`src/rtl/core/two_stack_queue_core_assert.svh`:
```
// Assertion macros for the two-stack queue core.
// Used by the top level only; no other dependencies.
`ifndef TWO_STACK_QUEUE_CORE_ASSERT_SVH
`define TWO_STACK_QUEUE_CORE_ASSERT_SVH

// Same-cycle implication, disabled during reset
`define TSQ_ASSERT_IMP(lbl, clk, rst_n, ante, cons, msg) \
    lbl: assert property (@(posedge clk) disable iff (!rst_n) (ante) |-> (cons)) \
        else $error(msg);

// Next-cycle implication, disabled during reset
`define TSQ_ASSERT_NXT(lbl, clk, rst_n, ante, cons, msg) \
    lbl: assert property (@(posedge clk) disable iff (!rst_n) (ante) |=> (cons)) \
        else $error(msg);

`endif

```
`src/rtl/core/tsq_pkg.sv`:
```
// Shared types and constants for the two-stack queue core.
// No dependencies.
package tsq_pkg;

    localparam int STACK_DEPTH = 64;
    localparam int DATA_W      = 32;
    localparam int ADDR_W      = (STACK_DEPTH > 1) ? $clog2(STACK_DEPTH) : 1;
    localparam int CNT_W       = $clog2(STACK_DEPTH + 1);

    localparam logic [DATA_W-1:0] EMPTY_DATA = '1;   // -1
    localparam logic [DATA_W-1:0] ENQ_DATA   = '0;

    typedef enum logic [1:0] {
        STAT_OK    = 2'd0,
        STAT_EMPTY = 2'd1,
        STAT_FULL  = 2'd2
    } status_t;

    typedef enum logic {
        CMD_ENQ = 1'b0,
        CMD_DEQ = 1'b1
    } cmd_kind_t;

    typedef struct packed {
        cmd_kind_t         kind;
        logic [DATA_W-1:0] value;
    } cmd_t;

    typedef enum logic [1:0] {
        S_IDLE,
        S_POP,
        S_XFER
    } back_state_t;

endpackage

```
`src/rtl/core/tsq_front.sv`:
```
// Front end: accepts input transactions, classifies them into commands
// and holds them in a two-entry command queue. Depends on tsq_pkg.
module tsq_front (
    input  logic                          clk,
    input  logic                          rst_n,
    input  logic                          in_valid,
    output logic                          in_ready,
    input  logic                          op,
    input  logic signed [tsq_pkg::DATA_W-1:0] value,
    output logic                          cmd_valid,
    output tsq_pkg::cmd_t                 cmd,
    input  logic                          cmd_pop
);
    import tsq_pkg::*;

    cmd_t       slot_reg [2];
    logic       wr_ptr_reg, wr_ptr_next;
    logic       rd_ptr_reg, rd_ptr_next;
    logic [1:0] count_reg, count_next;
    logic       push;
    cmd_t       new_cmd;

    // Classify the incoming transaction
    always_comb
    begin
        new_cmd.kind  = op ? CMD_DEQ : CMD_ENQ;
        new_cmd.value = value;
    end

    assign in_ready  = (count_reg != 2'd2);
    assign push      = in_valid && in_ready;
    assign cmd_valid = (count_reg != 2'd0);
    assign cmd       = slot_reg[rd_ptr_reg];

    // Pointer and occupancy update
    always_comb
    begin
        wr_ptr_next = push ? ~wr_ptr_reg : wr_ptr_reg;
        rd_ptr_next = cmd_pop ? ~rd_ptr_reg : rd_ptr_reg;
        count_next  = count_reg;
        if (push && !cmd_pop)
        begin
            count_next = count_reg + 2'd1;
        end
        else if (!push && cmd_pop)
        begin
            count_next = count_reg - 2'd1;
        end
    end

    always_ff @(posedge clk or negedge rst_n)
    begin
        if (!rst_n)
        begin
            wr_ptr_reg <= 1'b0;
            rd_ptr_reg <= 1'b0;
            count_reg  <= 2'd0;
        end
        else
        begin
            wr_ptr_reg <= wr_ptr_next;
            rd_ptr_reg <= rd_ptr_next;
            count_reg  <= count_next;
        end
    end

    // Queue storage, payload only
    always_ff @(posedge clk)
    begin
        if (push)
        begin
            slot_reg[wr_ptr_reg] <= new_cmd;
        end
    end

endmodule

```
`src/rtl/core/tsq_back.sv`:
```
// Back end: executes commands against the input and output stacks and
// drives the result register. Depends on tsq_pkg.
module tsq_back (
    input  logic                              clk,
    input  logic                              rst_n,
    input  logic                              cmd_valid,
    input  tsq_pkg::cmd_t                     cmd,
    output logic                              cmd_pop,
    output logic                              out_valid,
    input  logic                              out_ready,
    output logic signed [tsq_pkg::DATA_W-1:0] data_out,
    output logic [1:0]                        status
);
    import tsq_pkg::*;

    logic [DATA_W-1:0] in_mem  [STACK_DEPTH];
    logic [DATA_W-1:0] out_mem [STACK_DEPTH];
    logic [DATA_W-1:0] in_rd_data;
    logic [DATA_W-1:0] out_rd_data;

    back_state_t       state_reg, state_next;
    logic [CNT_W-1:0]  in_count_reg, in_count_next;
    logic [CNT_W-1:0]  out_count_reg, out_count_next;
    logic [CNT_W-1:0]  in_top, out_top;

    logic              in_we, in_re, out_we, out_re;
    logic [ADDR_W-1:0] in_waddr, in_raddr, out_waddr, out_raddr;

    logic              res_valid_reg, res_valid_next;
    logic [DATA_W-1:0] res_data_reg;
    status_t           res_stat_reg;
    logic              res_load;
    logic [DATA_W-1:0] res_data;
    status_t           res_stat;
    logic              out_free;

    assign in_top   = in_count_reg - CNT_W'(1);
    assign out_top  = out_count_reg - CNT_W'(1);
    assign out_free = !res_valid_reg || out_ready;

    // Sequencer: next state, stack counts, memory strobes, result load
    always_comb
    begin
        state_next     = state_reg;
        in_count_next  = in_count_reg;
        out_count_next = out_count_reg;
        cmd_pop        = 1'b0;
        in_we          = 1'b0;
        in_re          = 1'b0;
        out_we         = 1'b0;
        out_re         = 1'b0;
        in_waddr       = in_count_reg[ADDR_W-1:0];
        in_raddr       = in_top[ADDR_W-1:0];
        out_waddr      = out_count_reg[ADDR_W-1:0];
        out_raddr      = out_top[ADDR_W-1:0];
        res_load       = 1'b0;
        res_data       = ENQ_DATA;
        res_stat       = STAT_OK;
        unique case (state_reg)
            S_IDLE:
            begin
                if (cmd_valid && out_free)
                begin
                    cmd_pop = 1'b1;
                    unique case (cmd.kind)
                        CMD_ENQ:
                        begin
                            res_load = 1'b1;
                            if (in_count_reg == CNT_W'(STACK_DEPTH))
                            begin
                                res_stat = STAT_FULL;
                            end
                            else
                            begin
                                in_we         = 1'b1;
                                in_count_next = in_count_reg + CNT_W'(1);
                            end
                        end
                        CMD_DEQ:
                        begin
                            if (in_count_reg == '0 && out_count_reg == '0)
                            begin
                                res_load = 1'b1;
                                res_data = EMPTY_DATA;
                                res_stat = STAT_EMPTY;
                            end
                            else if (out_count_reg != '0)
                            begin
                                out_re         = 1'b1;
                                out_count_next = out_top;
                                state_next     = S_POP;
                            end
                            else
                            begin
                                // output stack empty: start moving the input stack
                                in_re         = 1'b1;
                                in_count_next = in_top;
                                state_next    = S_XFER;
                            end
                        end
                    endcase
                end
            end
            S_POP:
            begin
                res_load   = 1'b1;
                res_data   = out_rd_data;
                state_next = S_IDLE;
            end
            S_XFER:
            begin
                if (in_count_reg != '0)
                begin
                    // write the element read last cycle, read the next one
                    out_we         = 1'b1;
                    out_count_next = out_count_reg + CNT_W'(1);
                    in_re          = 1'b1;
                    in_count_next  = in_top;
                end
                else
                begin
                    // oldest element is popped straight away, never stored
                    res_load   = 1'b1;
                    res_data   = in_rd_data;
                    state_next = S_IDLE;
                end
            end
            default:
            begin
                state_next = S_IDLE;
            end
        endcase
    end

    // Result register handshake
    always_comb
    begin
        if (res_load)
        begin
            res_valid_next = 1'b1;
        end
        else if (out_ready)
        begin
            res_valid_next = 1'b0;
        end
        else
        begin
            res_valid_next = res_valid_reg;
        end
    end

    always_ff @(posedge clk or negedge rst_n)
    begin
        if (!rst_n)
        begin
            state_reg     <= S_IDLE;
            in_count_reg  <= '0;
            out_count_reg <= '0;
            res_valid_reg <= 1'b0;
        end
        else
        begin
            state_reg     <= state_next;
            in_count_reg  <= in_count_next;
            out_count_reg <= out_count_next;
            res_valid_reg <= res_valid_next;
        end
    end

    always_ff @(posedge clk)
    begin
        if (res_load)
        begin
            res_data_reg <= res_data;
            res_stat_reg <= res_stat;
        end
    end

    // Input stack memory
    always_ff @(posedge clk)
    begin
        if (in_we)
        begin
            in_mem[in_waddr] <= cmd.value;
        end
        if (in_re)
        begin
            in_rd_data <= in_mem[in_raddr];
        end
    end

    // Output stack memory
    always_ff @(posedge clk)
    begin
        if (out_we)
        begin
            out_mem[out_waddr] <= in_rd_data;
        end
        if (out_re)
        begin
            out_rd_data <= out_mem[out_raddr];
        end
    end

    assign out_valid = res_valid_reg;
    assign data_out  = res_data_reg;
    assign status    = res_stat_reg;

endmodule

```
`src/rtl/core/two_stack_queue_core.sv`:
```
// Enqueue and empty dequeue: a command passes the front queue slot and then the
// result register; a dequeue from a loaded output stack also passes the registered
// stack memory read. A dequeue that finds the output stack empty moves the input
// stack, one element a cycle: the oldest element becomes the result, the rest go to
// the output stack. The back end takes no command while a stack is read or a result waits.
// Reset (rst_n, async, active low) empties both stacks and the command queue.
`include "two_stack_queue_core_assert.svh"
module two_stack_queue_core (
    input  logic                              clk,
    input  logic                              rst_n,
    input  logic                              in_valid,
    output logic                              in_ready,
    input  logic                              op,
    input  logic signed [tsq_pkg::DATA_W-1:0] value,
    output logic                              out_valid,
    input  logic                              out_ready,
    output logic signed [tsq_pkg::DATA_W-1:0] data_out,
    output logic [1:0]                        status
);
    import tsq_pkg::*;

    logic cmd_valid;
    cmd_t cmd;
    logic cmd_pop;

    tsq_front u_front (
        .clk       (clk),
        .rst_n     (rst_n),
        .in_valid  (in_valid),
        .in_ready  (in_ready),
        .op        (op),
        .value     (value),
        .cmd_valid (cmd_valid),
        .cmd       (cmd),
        .cmd_pop   (cmd_pop)
    );

    tsq_back u_back (
        .clk       (clk),
        .rst_n     (rst_n),
        .cmd_valid (cmd_valid),
        .cmd       (cmd),
        .cmd_pop   (cmd_pop),
        .out_valid (out_valid),
        .out_ready (out_ready),
        .data_out  (data_out),
        .status    (status)
    );

    // Checks
    `TSQ_ASSERT_IMP(a_pop_nonempty, clk, rst_n, cmd_pop, cmd_valid, "command popped from empty queue")
    `TSQ_ASSERT_IMP(a_room_when_empty, clk, rst_n, !cmd_valid, in_ready, "empty queue refuses input")
    `TSQ_ASSERT_IMP(a_empty_data, clk, rst_n, out_valid && status == STAT_EMPTY, data_out == EMPTY_DATA, "empty result without -1")
    `TSQ_ASSERT_NXT(a_out_hold, clk, rst_n, out_valid && !out_ready, out_valid && $stable(data_out) && $stable(status), "result changed while waiting")

endmodule
```
`config.mk`:
```
export PLATFORM = sky130hd
export DESIGN_NAME = two_stack_queue_core
export DESIGN_NICKNAME = d
export VERILOG_FILES = /design/src/rtl/core/tsq_pkg.sv /design/src/rtl/core/tsq_front.sv /design/src/rtl/core/tsq_back.sv /design/src/rtl/core/two_stack_queue_core.sv
export VERILOG_INCLUDE_DIRS = /design/src /design/src/rtl/core
export SDC_FILE = /design/constraint.sdc
export NUM_CORES = 2
export LEC_CHECK = 0
export BUFFER_PORTS_ARGS = -buffer_cell sky130_fd_sc_hd__buf_2
export CAP_MARGIN = 20
export CORE_UTILIZATION = 57
export DETAILED_ROUTE_END_ITERATION = 10
export MAX_ROUTING_LAYER = met4
export PLACE_DENSITY = 0.72
export SYNTH_ARGS = -nofsm -noshare
export SYNTH_HDL_FRONTEND = slang
export SYNTH_MEMORY_MAX_BITS = 65536
export SYNTH_SLANG_ARGS = --single-unit
```
`constraint.sdc`:
```
create_clock -name clk -period 6.7 [get_ports clk]
set_clock_uncertainty 0.05 [all_clocks]
set_input_delay 0.335 -clock clk [delete_from_list [all_inputs] [get_ports clk]]
set_output_delay 0.335 -clock clk [all_outputs]
set_load 0.05 [all_outputs]
```
==> flow_metrics.tcl <==
set metrics [dict create \
    status "complete, no violations" \
    cts_made_buffers 416 \
    fmax_mhz 196 \
    h-tree-depth 5 \
    required_ps 7280 \
    syn_area_per_cell_um2 22.7 \
    final_util_pct 64.7 \
    drt_iter0_drc 11988 \
    syn_area_um2 164000 \
    internal-power_mw 57.1 \
    sequentialPowerShare_pct 37.6 \
    start_kind "flip-flop" \
    crit_chain "inv_1, ha_4, buf_4, buf_4, mux4_2, nand2_1, nand3_1, a31oi_1, a31oi_1" \
    crit_path_end_kind "flip-flop" \
    synth_largest_area_cell "edfxtp_1" \
    die-area_um2 289000 \
    netSwitchingFraction_pct 34.7 \
    rsz0062_at_grt "no" \
    synthMuxAreaShare_pct 16.1 \
    hp-class "in -> async" \
    ioPinCount 73 \
    vias 79818 \
    postSynthCellCount 7214 \
    fill_cells 17837 \
    worst_pin_slew_ps 1220 \
    r2r_start "u_back.out_count_reg[0]" \
    cp_max_fo 37 \
    setup_violations 0 \
    synth_compound_gate_area_share_pct 1.89 \
    syn_nets 7258 \
    path_delay_family "buffers and inverters" \
    cp-endpoint "u_back.out_rd_data[0]" \
    rows 196 \
    p_comb_share_pct 36.3 \
    slowest_stage "dfrtp_4" \
    drv_cap 0 \
    grt-ovfl-total 0 \
    hold_buffers 35 \
    syn_to_final_growth_pct 12.9 \
    place_congestion 0.868 \
    dp_slack_ps 1550 \
    final_area_um2 185000 \
    viasPerCell 6.80 \
    synth_warnings 0 \
    ant_nets 0 \
    synth.top_cell.area_share_pct 78.2 \
    ys_top_cells_by_area "edfxtp_1 78%, mux4_2 15%, nand2_1 0.98%" \
    dpl.hpwl_um 235000 \
    clkTransAtPathRegs_ps 60 \
    min_period_ps 5100 \
    synth_xor_area_share_pct 0.127 \
    leakage_nw 57.7 \
    power_density_nw_per_um2 473 \
    drive_gt1_share_pct 28.4 \
    regToRegEndpoint "u_back.out_rd_data[0]" \
    first_pass_iters 6 \
    ir_drop_mv 0.684 \
    die_h_um 538 \
    path_buf_inv 3 \
    clkPwrFrac_pct 26.1 \
    grt_use_total_pct 29.9 \
    wl_per_cell_um 35.3 \
    cts_setup_buffers 0 \
    clk_path_buf_depth 4 \
    cts_tree "yes" \
    grt_pass1_wl_um 588000 \
    hold_viol_final 0 \
    start_util_pct 57.3 \
    finalMaxSlewViolations 0 \
    fp.coreArea_um2 285000 \
    ys.flop_type "edfxtp_1" \
    post-route-drc-count 0 \
    crit_type "reg -> reg" \
    grt_max_degree 115 \
    synthSimpleGateAreaFrac_pct 2.16 \
    die_x_um 538 \
    max_slew_margin_pct 18.4 \
    cp.depth 9 \
    antenna_found_initial 14 \
    clock-sinks 4281 \
    arrival_ps 5680 \
    ys_seq_area_share_pct 78.6 \
    switching_power_mw 30.3 \
    r2r_setup_slack_ps 1600 \
    nets 7686 \
    cts_resized 0 \
    insertion_delay_ps 930 \
    setup.worst_path.start "u_back.out_count_reg[0]" \
    critPathMaxStageDelay_ps 910 \
    dpl-instance-area_um2 171000 \
    ys_ff_latch 4281 \
    synth_top_family_by_area "multiplexers" \
    fin_crit_sh_pct 76.1 \
    synth_cell_types 54 \
    cts-root-buf "clkbuf_16" \
    grt_pass1_vias 79372 \
    io_buffers 72 \
    r2r_cells 9 \
    routed_wl_um 415000 \
    tns_ps 0 \
    synth-adder-area-share_pct 0.0536 \
    layout_setup_ws_ps 1600 \
    async_flop_share_pct 0.491 \
    synth_edf_count 4260 \
]
area by class of cell:
class | count | area [um^2] | area share [%]
Clock buffer | 509 | 11000 | 5.94
Antenna cell | 6 | 15.0 | 0.00813
Inverter | 7 | 26.3 | 0.0142
Tap cell | 3762 | 4710 | 2.55
Timing Repair Buffer | 416 | 3880 | 2.10
Multi-Input combinational cell | 2520 | 34400 | 18.6
Clock inverter | 241 | 2220 | 1.20
Sequential cell | 4281 | 128000 | 69.6
per-stage QoR:
stage                     power (mW)  instances  hold slack, ps
after global routing            89.7      11741            43.7
after floorplan                 52.9       7214           -10.6
after detailed placement        64.8      10948             401
after global placement          64.4      10908             407
final                           87.4      11742            6.87
after CTS                       87.4      11733            10.3
power by group through the flow:
stage / Sequential (mW) / Combinational (mW) / Clock [mW]
after CTS: 32.9 / 31.6 / 23.0
final: 32.9 / 31.7 / 22.8
after detailed placement: 33.4 / 31.4 / 0
after global placement: 33.4 / 31.0 / 0
after global routing: 32.9 / 32.8 / 24.0
after floorplan: 33.6 / 19.3 / 0
cell usage in the layout (no fill, tap or decap), types with 8 or more instances in the layout:
cell type	n
nand3_1	104
buf_16	13
dfrtp_1	17
or3_1	8
o211ai_1	46
clkbuf_1	82
nor2_1	34
inv_6	9
a221o_1	32
buf_4	248
o22a_1	25
nand2_1	427
xnor2_1	9
dlygate4sd3_1	35
clkinvlp_4	10
mux2i_1	115
clkinv_2	82
clkinv_1	88
o21ai_0	28
a31oi_1	73
edfxtp_1	4260
a22oi_1	62
nor3_1	9
buf_12	47
mux2_2	33
nor2_4	123
a311oi_1	22
xor2_1	8
a21oi_1	76
o32a_1	22
bufinv_16	36
mux4_2	1100
and3_1	46
nand2b_1	11
buf_2	72
clkbuf_16	424
a32o_1	22
logic make-up after synthesis:
| logic type | Yosys count |
|---|---|
| xor gates and xnor gates | 22 |
| AOI/OAI and AO/OA | 425 |
| muxes | 1248 |
| DFF | 4281 |
| adders and majority gates | 7 |
| and+or+nand+nor | 818 |
| buffers and inverters | 413 |
cells in the mapped netlist (6+ instances only):
library cell,n
a21oi_1,77
o21ai_0,29
mux2i_1,115
nand2b_1,11
nor3_1,16
a311oi_1,22
nand3_1,104
a22oi_1,62
nor2b_1,6
ha_1,7
nand3b_1,7
o211ai_1,46
mux2_2,33
a31oi_1,73
o22a_1,25
mux4_2,1100
inv_1,6
a221o_1,32
buf_2,123
or3_1,8
nor2_1,159
nand4_1,6
a32o_1,22
clkbuf_1,225
edfxtp_1,4260
nand2_1,428
and3_1,47
xnor2_1,11
o32a_1,23
dfrtp_1,21
buf_1,25
xor2_1,9
buf_4,29
per-layer routing:
layer  part of all wire, %  global-route usage, %
met5                     0                      -
met2                    48                   45.8
met4                   4.8                   12.4
met3                    11                   5.46
met1                    36                   40.1
worst min-delay path by stage:
stage and endpoint:
2_1_floorplan u_back.in_count_reg[0], 5_1_grt u_back.out_valid, 4_1_cts u_back.out_valid, 6_report u_back.out_valid, 3_3_place_gp u_back.out_count_reg[6], 3_5_place_dp u_back.out_count_reg[6]
Note: power is estimated with default switching activity, not from simulation.
